--- src/rtl/core/modular_exponentiation_top_defines.svh ---
// Assertion macros shared by the modular exponentiation RTL.
// Define ASSERT_OFF to compile the checks away.
`ifndef MODULAR_EXPONENTIATION_TOP_DEFINES_SVH
`define MODULAR_EXPONENTIATION_TOP_DEFINES_SVH

`ifndef ASSERT_OFF

// Same-cycle implication, checked at every rising edge outside reset.
`define ASSERT_IMPLY(label, clk, rst_n, ante, cons) \
  label: assert property (@(posedge clk) disable iff (!rst_n) (ante) |-> (cons)) \
    else $error("implication check failed");

// Next-cycle implication, checked at every rising edge outside reset.
`define ASSERT_NEXT(label, clk, rst_n, ante, cons) \
  label: assert property (@(posedge clk) disable iff (!rst_n) (ante) |=> (cons)) \
    else $error("next-cycle check failed");

`else

`define ASSERT_IMPLY(label, clk, rst_n, ante, cons)
`define ASSERT_NEXT(label, clk, rst_n, ante, cons)

`endif

`endif

--- src/rtl/core/modexp_pkg.sv ---
package modexp_pkg;

  // Width of the base and result words and of the configuration data.
  localparam int DATA_WIDTH = 32;

  // Configuration register indexes.
  localparam int CFG_IDX_WIDTH = 1;
  localparam logic [CFG_IDX_WIDTH-1:0] REG_EXPONENT = 1'b0;
  localparam logic [CFG_IDX_WIDTH-1:0] REG_MODULUS  = 1'b1;

  // The serial multiplier always scans a full data word of its second operand.
  localparam int OPB_WIDTH = DATA_WIDTH;
  localparam int CNT_WIDTH = $clog2(OPB_WIDTH + 1);

  // Sequencer states.
  typedef enum logic [2:0] {
    ST_IDLE,
    ST_REDUCE,
    ST_DISPATCH,
    ST_MUL_ACC,
    ST_SQUARE,
    ST_FINISH
  } state_e;

  // Status of the serial modular multiplier.
  typedef struct packed {
    logic busy;
    logic done;
  } mul_stat_t;

endpackage

--- src/rtl/core/modexp_mul.sv ---
module modexp_mul import modexp_pkg::*; #(
  parameter int MOD_WIDTH = 32
) (
  input  logic                 clk_i,
  input  logic                 rst_ni,
  input  logic                 start_i,
  input  logic [MOD_WIDTH-1:0] op_a_i,
  input  logic [OPB_WIDTH-1:0] op_b_i,
  input  logic [MOD_WIDTH-1:0] mod_i,
  output mul_stat_t            stat_o,
  output logic [MOD_WIDTH-1:0] res_o
);

  // The partial remainder doubled plus one addend stays below three times the modulus.
  localparam int TW = MOD_WIDTH + 2;

  logic                 busy_q, busy_d;
  logic                 done_q, done_d;
  logic [CNT_WIDTH-1:0] cnt_q, cnt_d;
  logic [MOD_WIDTH-1:0] a_q;
  logic [OPB_WIDTH-1:0] b_q;
  logic [MOD_WIDTH-1:0] r_q;
  logic [TW-1:0]        sum;
  logic [TW-1:0]        mod1;
  logic [TW-1:0]        mod2;
  logic [TW-1:0]        red;

  // One bit of the second operand per cycle, most significant first:
  // r = (2r + bit * a) mod m, with at most two subtractions of m.
  always_comb begin
    mod1 = TW'(mod_i);
    mod2 = TW'({mod_i, 1'b0});
    sum  = TW'({r_q, 1'b0}) + (b_q[OPB_WIDTH-1] ? TW'(a_q) : '0);
    if (sum >= mod2) begin
      red = sum - mod2;
    end else if (sum >= mod1) begin
      red = sum - mod1;
    end else begin
      red = sum;
    end
  end

  // Iteration control.
  always_comb begin
    busy_d = busy_q;
    done_d = 1'b0;
    cnt_d  = cnt_q;
    if (start_i) begin
      busy_d = 1'b1;
      cnt_d  = CNT_WIDTH'(OPB_WIDTH);
    end else if (busy_q) begin
      cnt_d = cnt_q - CNT_WIDTH'(1);
      if (cnt_q == CNT_WIDTH'(1)) begin
        busy_d = 1'b0;
        done_d = 1'b1;
      end
    end
  end

  always_ff @(posedge clk_i or negedge rst_ni) begin
    if (!rst_ni) begin
      busy_q <= 1'b0;
      done_q <= 1'b0;
      cnt_q  <= '0;
    end else begin
      busy_q <= busy_d;
      done_q <= done_d;
      cnt_q  <= cnt_d;
    end
  end

  // Operand shift register and partial remainder.
  always_ff @(posedge clk_i) begin
    if (start_i) begin
      a_q <= op_a_i;
      b_q <= op_b_i;
      r_q <= '0;
    end else if (busy_q) begin
      b_q <= {b_q[OPB_WIDTH-2:0], 1'b0};
      r_q <= red[MOD_WIDTH-1:0];
    end
  end

  assign stat_o.busy = busy_q;
  assign stat_o.done = done_q;
  assign res_o       = r_q;

endmodule

--- config.mk ---
export PLATFORM = sky130hd
export DESIGN_NAME = modexp_mul
export DESIGN_NICKNAME = d
export VERILOG_FILES = /design/src/rtl/core/modular_exponentiation_top_defines.svh /design/src/rtl/core/modexp_pkg.sv /design/src/rtl/core/modexp_mul.sv
export SDC_FILE = /design/constraint.sdc
export NUM_CORES = 1
export LEC_CHECK = 0
export BUFFER_PORTS_ARGS = -buffer_cell sky130_fd_sc_hd__buf_2
export CAP_MARGIN = 20
export CORE_ASPECT_RATIO = 0.5
export CORE_MARGIN = 3
export CORE_UTILIZATION = 50
export DETAILED_ROUTE_END_ITERATION = 10
export PLACE_DENSITY = 0.71
export REMOVE_ABC_BUFFERS = 1
export SYNTH_ARGS = -nofsm -noshare
export SYNTH_HDL_FRONTEND = slang
export SYNTH_SLANG_ARGS = --single-unit
--- constraint.sdc ---
create_clock -name clk_i -period 5.62 [get_ports clk_i]
set_input_delay 1.124 -clock clk_i [delete_from_list [all_inputs] [get_ports clk_i]]
set_output_delay 1.124 -clock clk_i [all_outputs]
set_load 0.1 [all_outputs]
==> flow_metrics.tcl, run 1 <==
set metrics [dict create \
    syn2layout_area_growth_pct 20.96 \
    final_layout_size_suffix_gt1_frac 0.2602 \
    buffer_ports.inserted 132 \
    wirelength_um 29870 \
    drt_iter0_drc 932 \
    worst_setup_path_end_kind "flop" \
    drv_slew 0 \
    final_core_utilization 0.6373 \
    grt_use_total 0.2809 \
    synth_enable_flop_cells 64 \
    synth-main-ff-cell "edfxtp_1" \
    final_period_minus_worst_setup_slack_ns 5.464 \
    place.gp.congestion 0.9602 \
    grt_util_met2 0.4081 \
    asyncSetResetFlopFracSynth 0.07692 \
    dp_hpwl_um 23040 \
    setup-violations-final 0 \
    cp_data_arrival_time_ns 5.73 \
    initial_antenna_violation_count 1 \
    numCtsBuffers 9 \
    via_count 8855 \
    timing.setup.critical_path_class "reg -> reg" \
    chipWidth_um 200.3 \
    io_pins 133 \
    worst_hold_path_type "reg -> reg" \
    syn_inst 1045 \
    cts_num_sinks 104 \
    detail_route.vias_per_cell 6.007 \
    global_route_wire_length_before_repair_um 45200 \
    tritoncts "yes" \
    yosys_register_bits 104 \
    global_route.overflow_total 0 \
    placement_rows 34 \
    root_buffer_selected_by_cts "clkbuf_16" \
    hold_viol_final 0 \
    yosys_warnings 0 \
    wl_per_cell_um 20.27 \
    htreeDepth 3 \
    critical_path.max_fanout 6 \
    drt_first_pass_iters 6 \
    ctsHoldBuffers 0 \
    groute.layer.met1.usage 0.4197 \
    die_boundary_height_um 103.1 \
    measured_slew_at_the_worst_slew_check_pin_ns 0.7759 \
    period_utilization_post_route 0.9722 \
    number_of_buffers_between_clock_root_and_the_deepest_sink 2 \
    timing.fmax_mhz 183.0 \
    effective_utilization_at_floorplan 0.5268 \
    timing.slew.headroom 0.4773 \
    worstSkewPairLatency_ns 0.38 \
    placement.setup.worst_slack_ns -0.07499 \
    finalNetCount 1416 \
    slack_of_the_critical_path_ns 0.1561 \
    synth_sequential_area_ratio 0.2928 \
    diodes_inserted 0 \
    clk_pin_slew_ns 0.08 \
    drc 0 \
    synth.lib_cells_used.distinct 76 \
    syn-cell-area_mm2 0.009435 \
    first_global_vias 8176 \
    area_of_combinational_cells_with_multiple_inputs_mm2 0.006559 \
    outcome "complete, no violations" \
    instances_no_fill 1474 \
    fillers 1553 \
    place.detailed.instances 1436 \
    synth_area_per_cell_um2 9.029 \
    cap_viol_max_count 0 \
    final_antenna_net_count 0 \
    pin_count_of_the_biggest_net_entering_global_routing 55 \
    die-area_mm2 0.02065 \
    worst_setup_path_start_kind "flop" \
    timing.hold.ws_ns 0.5031 \
    regArea_mm2 0.002763 \
    core-area_mm2 0.01791 \
    worst_clock_skew_ns 0.01683 \
    use_met3 0.06528 \
    setup.reg_to_reg.worst_slack_ns 0.16 \
    top_usage_layer "met1" \
    critical_path_required_ns 5.88 \
]
[path summary, 6_finish.rpt]
check / cells past startpoint / start / to
worst max-delay path: 24 / b_q[31]$_DFFE_PP_ / res_o[29]$_SDFFE_PP0P_
worst min-delay path: 2 / res_o[26]$_SDFFE_PP0P_ / res_o[26]$_SDFFE_PP0P_
worst max register to register: 24 / b_q[31]$_DFFE_PP_ / res_o[29]$_SDFFE_PP0P_
worst min register to register: 2 / res_o[26]$_SDFFE_PP0P_ / res_o[26]$_SDFFE_PP0P_
max in group asynchronous: 1 / rst_ni / cnt_q[4]$_DFFE_PN0P_
min in group asynchronous: 1 / rst_ni / done_q$_DFF_PN0_
[timing repair]
| item | 4_1_cts | 5_1_grt |
|---|---|---|
| setup endpoints to repair | 9 | 32 |
| pin swaps | 0 | 28 |
| gates resized for setup | 3 | 65 |
| cloned | 0 | 2 |
| setup buffers | 0 | 20 |
[cells by family after synthesis]
family | Yosys count | synth area share
DFF | 104 | 0.2928
adders and majority gates | 100 | 0.1350
xor gates and xnor gates | 83 | 0.07705
muxes | 53 | 0.06060
and+or+nand+nor | 269 | 0.1403
buffers and inverters | 92 | 0.04044
AOI/OAI and AO/OA | 344 | 0.2538
[area by class of cell]
cell class,count,area share
Timing Repair Buffer,194,0.1102
Tap cell,252,0.02763
Inverter,59,0.01940
Clock buffer,10,0.02094
Clock inverter,6,0.005152
Sequential cell,104,0.2421
Multi-Input combinational cell,849,0.5747
[flip-flops by register name, summed over array words and instances (netlist names)]
name    cells
res_o      32
b_q        32
busy_q      1
cnt_q       6
a_q        32
done_q      1
[metrics by stage]
| step | TNS (ns) | instance area (µm²) |
|---|---|---|
| CTS | 0 | 10950 |
| detailed placement | -0.1263 | 10640 |
| global route | -0.8866 | 11410 |
| global placement | -0.1162 | 10610 |
| floorplan | -1.736 | 9275 |
| finish | 0 | 11410 |
[Yosys cell counts (4+ instances only)]
| master | n | area [µm²] |
|---|---|---|
| a21oi_1 | 86 | 430.4 |
| buf_4 | 6 | 45.04 |
| buf_2 | 4 | 20.02 |
| nand2b_1 | 6 | 37.54 |
| xor2_1 | 28 | 245.2 |
| mux2i_1 | 20 | 200.2 |
| edfxtp_1 | 64 | 1922 |
| o21bai_1 | 15 | 112.6 |
| o21ai_0 | 55 | 275.3 |
| and3_1 | 15 | 93.84 |
| and2_1 | 39 | 244.0 |
| inv_1 | 59 | 221.5 |
| a21boi_0 | 9 | 67.56 |
| a21o_1 | 44 | 330.3 |
| o221ai_1 | 7 | 61.31 |
| dfrtp_1 | 8 | 200.2 |
| nand2_1 | 73 | 274.0 |
| a221oi_1 | 5 | 43.79 |
| nor3_1 | 15 | 75.07 |
| nand4_1 | 7 | 43.79 |
| a211oi_1 | 20 | 150.1 |
| a211oi_2 | 4 | 50.05 |
| a31oi_1 | 11 | 68.82 |
| o21a_1 | 16 | 120.1 |
| ha_1 | 97 | 1214 |
| xnor2_1 | 55 | 481.7 |
| a311o_1 | 4 | 40.04 |
| dfxtp_1 | 32 | 640.6 |
| nor2b_1 | 8 | 50.05 |
| o211ai_1 | 12 | 90.09 |
| o22ai_1 | 7 | 43.79 |
| o31ai_1 | 5 | 37.54 |
| nor2_1 | 72 | 270.3 |
| nand3_1 | 16 | 80.08 |
| clkbuf_1 | 21 | 78.83 |
| mux2_2 | 32 | 360.4 |
[critical path: stages (launching register included)]
cell and delay [ns]:
edfxtp_1 0.44, and2_4 0.17, ha_2 0.16, inv_1 0.06, fa_2 0.39, nand2b_4 0.17, a21oi_4 0.18, o41a_1 0.27
o2111a_2 0.31, or2_4 0.17, nand2_1 0.06, a21oi_1 0.25, xor2_2 0.21, ha_2 0.36, o21a_1 0.16, a211oi_2 0.30
buf_4 0.18, o21ai_0 0.06, a211o_1 0.26, a221oi_2 0.31, nand3_2 0.18, buf_12 0.22, buf_4 0.14, o31ai_1 0.22
o21ai_0 0.12
[routing by layer]
layer	vias to the layer above	part of all wire
li1	4250	-
met1	4171	0.48
met2	390	0.41
met3	42	0.095
met4	2	0.017
met5	-	0.00044
[cell usage in the layout (no fill, tap or decap), types with 6 or more instances in the layout]
| master | n |
|---|---|
| dfrtp_1 | 8 |
| nand2_1 | 71 |
| a31oi_1 | 10 |
| ha_1 | 91 |
| and3_1 | 13 |
| o22ai_1 | 7 |
| mux2_2 | 33 |
| o211ai_1 | 12 |
| mux2i_1 | 20 |
| buf_2 | 131 |
| dfxtp_1 | 32 |
| nor2_1 | 68 |
| nand4_1 | 7 |
| xor2_1 | 26 |
| a211oi_1 | 15 |
| buf_4 | 52 |
| o21bai_1 | 15 |
| nor2b_1 | 7 |
| o221ai_1 | 7 |
| and2_1 | 38 |
| nor3_1 | 14 |
| edfxtp_1 | 64 |
| a21oi_1 | 81 |
| a21boi_0 | 6 |
| nand3_1 | 15 |
| a21o_1 | 44 |
| xnor2_1 | 48 |
| clkbuf_16 | 11 |
| o21ai_0 | 51 |
| inv_1 | 59 |
| o21a_1 | 16 |
| a211oi_2 | 9 |
| xnor2_2 | 7 |
Power of run 1 is not shown: default switching activity piles up to over one toggle a cycle in this logic, so the estimate is an artifact.
==> run 2: changes to the inputs <==
Settings changed: GPL_TIMING_DRIVEN set to 0.
==> flow_metrics.tcl, run 2 (synthesis results as in run 1) <==
set metrics [dict create \
    global_route_wire_length_before_repair_um 44560 \
    wl_per_cell_um 20.35 \
    die_boundary_height_um 103.1 \
    slowest_delay_ns 0.52 \
    worst_setup_path_end_kind "flop" \
    timing.setup.critical_path_class "reg -> reg" \
    worst_hold_path_type "reg -> reg" \
    worst_setup_path_start_kind "flop" \
    critPathBufInv 3 \
    setup-violations-final 2 \
    hold_viol_final 0 \
    worstSetupEndpoint "res_o[16]$_SDFFE_PP0P_" \
    area_of_combinational_cells_with_multiple_inputs_mm2 0.006741 \
    worst_r2r_endpoint "res_o[16]$_SDFFE_PP0P_" \
    diodes_inserted 0 \
    outcome "finished with violations" \
    placement_rows 34 \
    die-area_mm2 0.02065 \
    drv_slew 0 \
    fillers 1571 \
    wirelength_um 29710 \
    htreeDepth 3 \
    measured_slew_at_the_worst_slew_check_pin_ns 1.369 \
    via_count 8766 \
    setup-tns-final_ns -0.02576 \
    place.gp.congestion 0.9261 \
    period_utilization_post_route 1.004 \
    layout_common_cells "buf_2, ha_1, a21oi_1, nor2_1, nand2_1" \
    timing.hold.ws_ns 0.4977 \
    buffer_ports.inserted 132 \
    worstSkewPairLatency_ns 0.39 \
    drt_first_pass_iters 5 \
    crit_top_cell "a21o_1" \
    crit_family "compound AO/OA/AOI/OAI gates" \
    final_layout_size_suffix_gt1_frac 0.2575 \
    grt_use_total 0.2753 \
    cp_data_arrival_time_ns 5.95 \
    regArea_mm2 0.002763 \
    drc 0 \
    critical_path.max_fanout 8 \
    tritoncts "yes" \
    worst_clock_skew_ns 0.01974 \
    io_pins 133 \
    critical_path_required_ns 5.93 \
    r2r.worst_path.cells 23 \
    syn2layout_area_growth_pct 21.58 \
    failed_checks "negative setup slack" \
    dp_hpwl_um 21350 \
    timing.critical_path.from "b_q[31]$_DFFE_PP_" \
    slowest_stage "o41a_1" \
    setup.reg_to_reg.worst_slack_ns -0.02 \
    chipWidth_um 200.3 \
    global_route.overflow_total 0 \
    detail_route.vias_per_cell 6.004 \
    timing.slew.headroom 0.08153 \
    cap_viol_max_count 0 \
    number_of_buffers_between_clock_root_and_the_deepest_sink 2 \
    finalNetCount 1402 \
    critical_path.reg2reg.startpoint "b_q[31]$_DFFE_PP_" \
    cp_num_cells 23 \
    ctsHoldBuffers 0 \
    numCtsBuffers 9 \
    initial_antenna_violation_count 0 \
    clk_pin_slew_ns 0.09 \
    slack_of_the_critical_path_ns -0.02096 \
    drt_iter0_drc 745 \
    critical_path.cell_chain "buf_6, and2_4, ha_4, o211ai_1, a21oi_4, o41a_1, o2111a_2, o211ai_4, a311oi_2, xor2_1, buf_4, ha_4, a21o_1, a21o_1, a21o_1, a21o_1, a221oi_2, o221a_4, nand3_4, buf_12, mux2i_2, a221o_1, nor2_1" \
    final_period_minus_worst_setup_slack_ns 5.641 \
    first_global_vias 8221 \
    timing.fmax_mhz 177.3 \
    root_buffer_selected_by_cts "clkbuf_16" \
    final_common_cell "buf_2" \
    final_antenna_net_count 0 \
    rsz0062_at_grt "yes" \
    effective_utilization_at_floorplan 0.5268 \
    core-area_mm2 0.01791 \
    pin_count_of_the_biggest_net_entering_global_routing 57 \
    cts_num_sinks 104 \
]
==> run 2: cell types whose count changed in the layout (fill, tap and decap cells not counted), moves of 5 or more <==
cell	delta
xnor2_1	+5
buf_4	-23
ha_1	-5
ha_4	+6
xnor2_2	-5
==> run 2: routing by layer <==
metal	part of all wire	vias up	routed length, µm	global-route usage
met1	0.47	4122	13900	0.3852
met4	0.016	0	484	0.06577
met5	0	-	0	0
met2	0.42	364	12430	0.4252
met3	0.097	49	2895	0.07884
li1	-	4231	-	-
==> run 2: what timing repair did <==
item                       in CTS  in global routing
resized for setup              36                 58
setup endpoints to repair      32                 32
setup buffers                  17                 19
pin swaps                      14                 33
gates cloned                    3                  3
==> run 2: per-stage QoR <==
stage,util,instance area (µm²),std cells,setup slack [ns]
detailed placement,0.5780,10350,1402,-1.894
floorplan,-,9275,1012,-0.1868
CTS,0.6158,11030,1438,0.01123
global placement,0.5724,10250,1396,-2.309
global route,0.6405,11470,1460,-0.1274
finish,0.6405,11470,1460,-0.02096
==> run 2: final cells by class <==
type,count,share of cell area
Clock buffer,9,0.01963
Clock inverter,7,0.008726
Inverter,59,0.01931
Multi-Input combinational cell,854,0.5877
Sequential cell,104,0.2408
Tap cell,252,0.02749
Timing Repair Buffer,175,0.09631
==> run 2: worst reg2reg max path, delay by kind of cell (launching register included) <==
| family | cells | cell delay [ns] |
|---|---|---|
| AND/OR/NAND/NOR | 3 | 0.35 |
| XOR/XNOR | 1 | 0.28 |
| buffers and inverters | 3 | 0.57 |
| AO/OA/AOI/OAI | 13 | 3.34 |
| flip-flops | 1 | 0.45 |
| adder cells (fa/ha/maj) | 2 | 0.43 |
| multiplexers | 1 | 0.15 |
==> run 2: worst min-delay path by stage <==
stage | start | to | slack [ns] | cells after the start
global placement | res_o[8]$_SDFFE_PP0P_ | res_o[8]$_SDFFE_PP0P_ | 0.47 | 1
finish | res_o[26]$_SDFFE_PP0P_ | res_o[26]$_SDFFE_PP0P_ | 0.50 | 2
detailed placement | res_o[26]$_SDFFE_PP0P_ | res_o[26]$_SDFFE_PP0P_ | 0.48 | 2
floorplan | cnt_q[4]$_DFFE_PN0P_ | cnt_q[4]$_DFFE_PN0P_ | 0.51 | 2
CTS | res_o[26]$_SDFFE_PP0P_ | res_o[26]$_SDFFE_PP0P_ | 0.50 | 2
global route | res_o[8]$_SDFFE_PP0P_ | res_o[8]$_SDFFE_PP0P_ | 0.54 | 1
Power of run 2 is left out for the same reason.
==> run 3: changes to the inputs <==
Settings changed: BUFFER_PORTS_ARGS -buffer_cell sky130_fd_sc_hd__buf_2 to unset, DONT_BUFFER_PORTS set to 1, PLACE_DENSITY 0.71 to 0.65.
==> flow_metrics.tcl, run 3 (synthesis results as in run 1) <==
set metrics [dict create \
    global_route_wire_length_before_repair_um 44040 \
    tritoncts "yes" \
    cts_num_sinks 104 \
    effective_utilization_at_floorplan 0.5268 \
    grt_use_total 0.2754 \
    worst_clock_skew_ns 0.01157 \
    buffer_ports.inserted 0 \
    setup-violations-final 1 \
    timing.setup.critical_path_class "reg -> reg" \
    worst_hold_path_type "in -> async" \
    die_boundary_height_um 103.1 \
    period_utilization_post_route 1.000 \
    timing.slew.headroom 0.1446 \
    worst_setup_path_end_kind "flop" \
    drt_first_pass_iters 5 \
    outcome "finished with violations" \
    place.gp.congestion 0.9182 \
    drt_iter0_drc 718 \
    timing.fmax_mhz 177.9 \
    placement_rows 34 \
    final_antenna_net_count 0 \
    layout_common_cells "ha_1, a21oi_1, nand2_1, nor2_1, edfxtp_1" \
    final_common_cell "ha_1" \
    clk_pin_slew_ns 0.09 \
    wl_per_cell_um 21.80 \
    critical_path.max_fanout 8 \
    final_layout_size_suffix_gt1_frac 0.1994 \
    syn2layout_area_growth_pct 16.50 \
    worstSkewPairLatency_ns 0.38 \
    measured_slew_at_the_worst_slew_check_pin_ns 1.275 \
    rsz0062_at_grt "yes" \
    root_buffer_selected_by_cts "clkbuf_16" \
    numCtsBuffers 9 \
    drv_slew 0 \
    placement.setup.worst_slack_ns -2.302 \
    initial_antenna_violation_count 0 \
    dp_hpwl_um 20350 \
    wirelength_um 28990 \
    hold_viol_final 0 \
    number_of_buffers_between_clock_root_and_the_deepest_sink 2 \
    via_count 8266 \
    ctsHoldBuffers 0 \
    finalNetCount 1272 \
    chipWidth_um 200.3 \
    detail_route.vias_per_cell 6.215 \
    failed_checks "negative setup slack" \
    core-area_mm2 0.01791 \
    global_route.overflow_total 0 \
    worst_setup_path_start_kind "flop" \
    drc 0 \
    io_pins 133 \
    final_period_minus_worst_setup_slack_ns 5.621 \
    cap_viol_max_count 0 \
    timing.hold.ws_ns 0.4244 \
    final_core_utilization 0.6137 \
    pin_count_of_the_biggest_net_entering_global_routing 86 \
    htreeDepth 3 \
    die-area_mm2 0.02065 \
    slack_of_the_critical_path_ns -0.0008984 \
    critical_path_required_ns 5.90 \
    first_global_vias 7928 \
    cp_data_arrival_time_ns 5.90 \
    diodes_inserted 0 \
]
run 3: cell types whose count changed in the layout (fill, tap and decap cells not counted), sizes merged:
cell      previous run  this run
bufinv               1         0
buf                174        45
inv                 61        62
clkbuf              10         9
clkinv               4         3
clkinvlp             0         1
run 3: path summary, 6_finish.rpt:
| path | from | end | slack [ns] | cells past startpoint |
|---|---|---|---|---|
| setup / recovery | b_q[31]$_DFFE_PP_ | res_o[16]$_SDFFE_PP0P_ | -0.0009 | 24 |
| hold / removal | rst_ni | cnt_q[5]$_DFFE_PN0P_ | 0.42 | 0 |
| setup reg to reg | b_q[31]$_DFFE_PP_ | res_o[16]$_SDFFE_PP0P_ | -0.0009 | 24 |
| hold reg to reg | cnt_q[4]$_DFFE_PN0P_ | cnt_q[4]$_DFFE_PN0P_ | 0.55 | 2 |
| max in group asynchronous | rst_ni | busy_q$_DFF_PN0_ | 5.12 | 0 |
| min in group clk_i | cnt_q[4]$_DFFE_PN0P_ | cnt_q[4]$_DFFE_PN0P_ | 0.55 | 2 |
run 3: routing by layer:
layer | GRT usage | part of all wire | wire length (µm)
met1 | 0.3821 | 0.46 | 13330
met4 | 0.06685 | 0.015 | 435
met3 | 0.08704 | 0.093 | 2697
met2 | 0.4221 | 0.43 | 12530
met5 | 0 | 0 | 0
run 3: what timing repair did:
action | CTS | global route
gates resized for setup | 71 | 69
endpoints found under the setup margin | 32 | 32
pin swaps | 13 | 27
cloned | 4 | 1
buffers inserted | 25 | 15
run 3: metrics by stage:
step | cells | area (µm²) | setup TNS, ns
after global routing | 1330 | 10990 | -1.949
final | 1330 | 10990 | -0.0008984
after floorplan | 1012 | 9275 | -1.736
after detailed placement | 1269 | 9668 | -63.46
after global placement | 1264 | 9590 | -64.13
after CTS | 1314 | 10530 | 0
run 3: worst max-delay path, cell delays in order (launching register included):
cell and delay (ns):
edfxtp_1 0.43, buf_6 0.15, and2_1 0.16, ha_4 0.19, inv_2 0.06, fa_2 0.20, nand2b_4 0.14, a21oi_4 0.07
o41a_1 0.45, o2111a_2 0.34, or2_2 0.36, nand2_1 0.09, a21oi_1 0.07, xor2_1 0.32, ha_1 0.38, o21a_1 0.16
a211oi_2 0.24, o21ai_0 0.12, a211o_1 0.29, a221oi_4 0.33, and3_4 0.33, buf_12 0.13, and2_4 0.26, a221o_1 0.18
nor2_1 0.04
run 3: layout make-up:
cell class	count	area (µm²)
repair buffers	45	460.4
inverters	59	221.5
clock inverters	7	95.09
flip-flops and latches	104	2801
multi-input cells	854	6873
fillers	1506	6918
well taps	252	315.3
clock buffers	9	225.2
Power of run 3 is left out for the same reason.
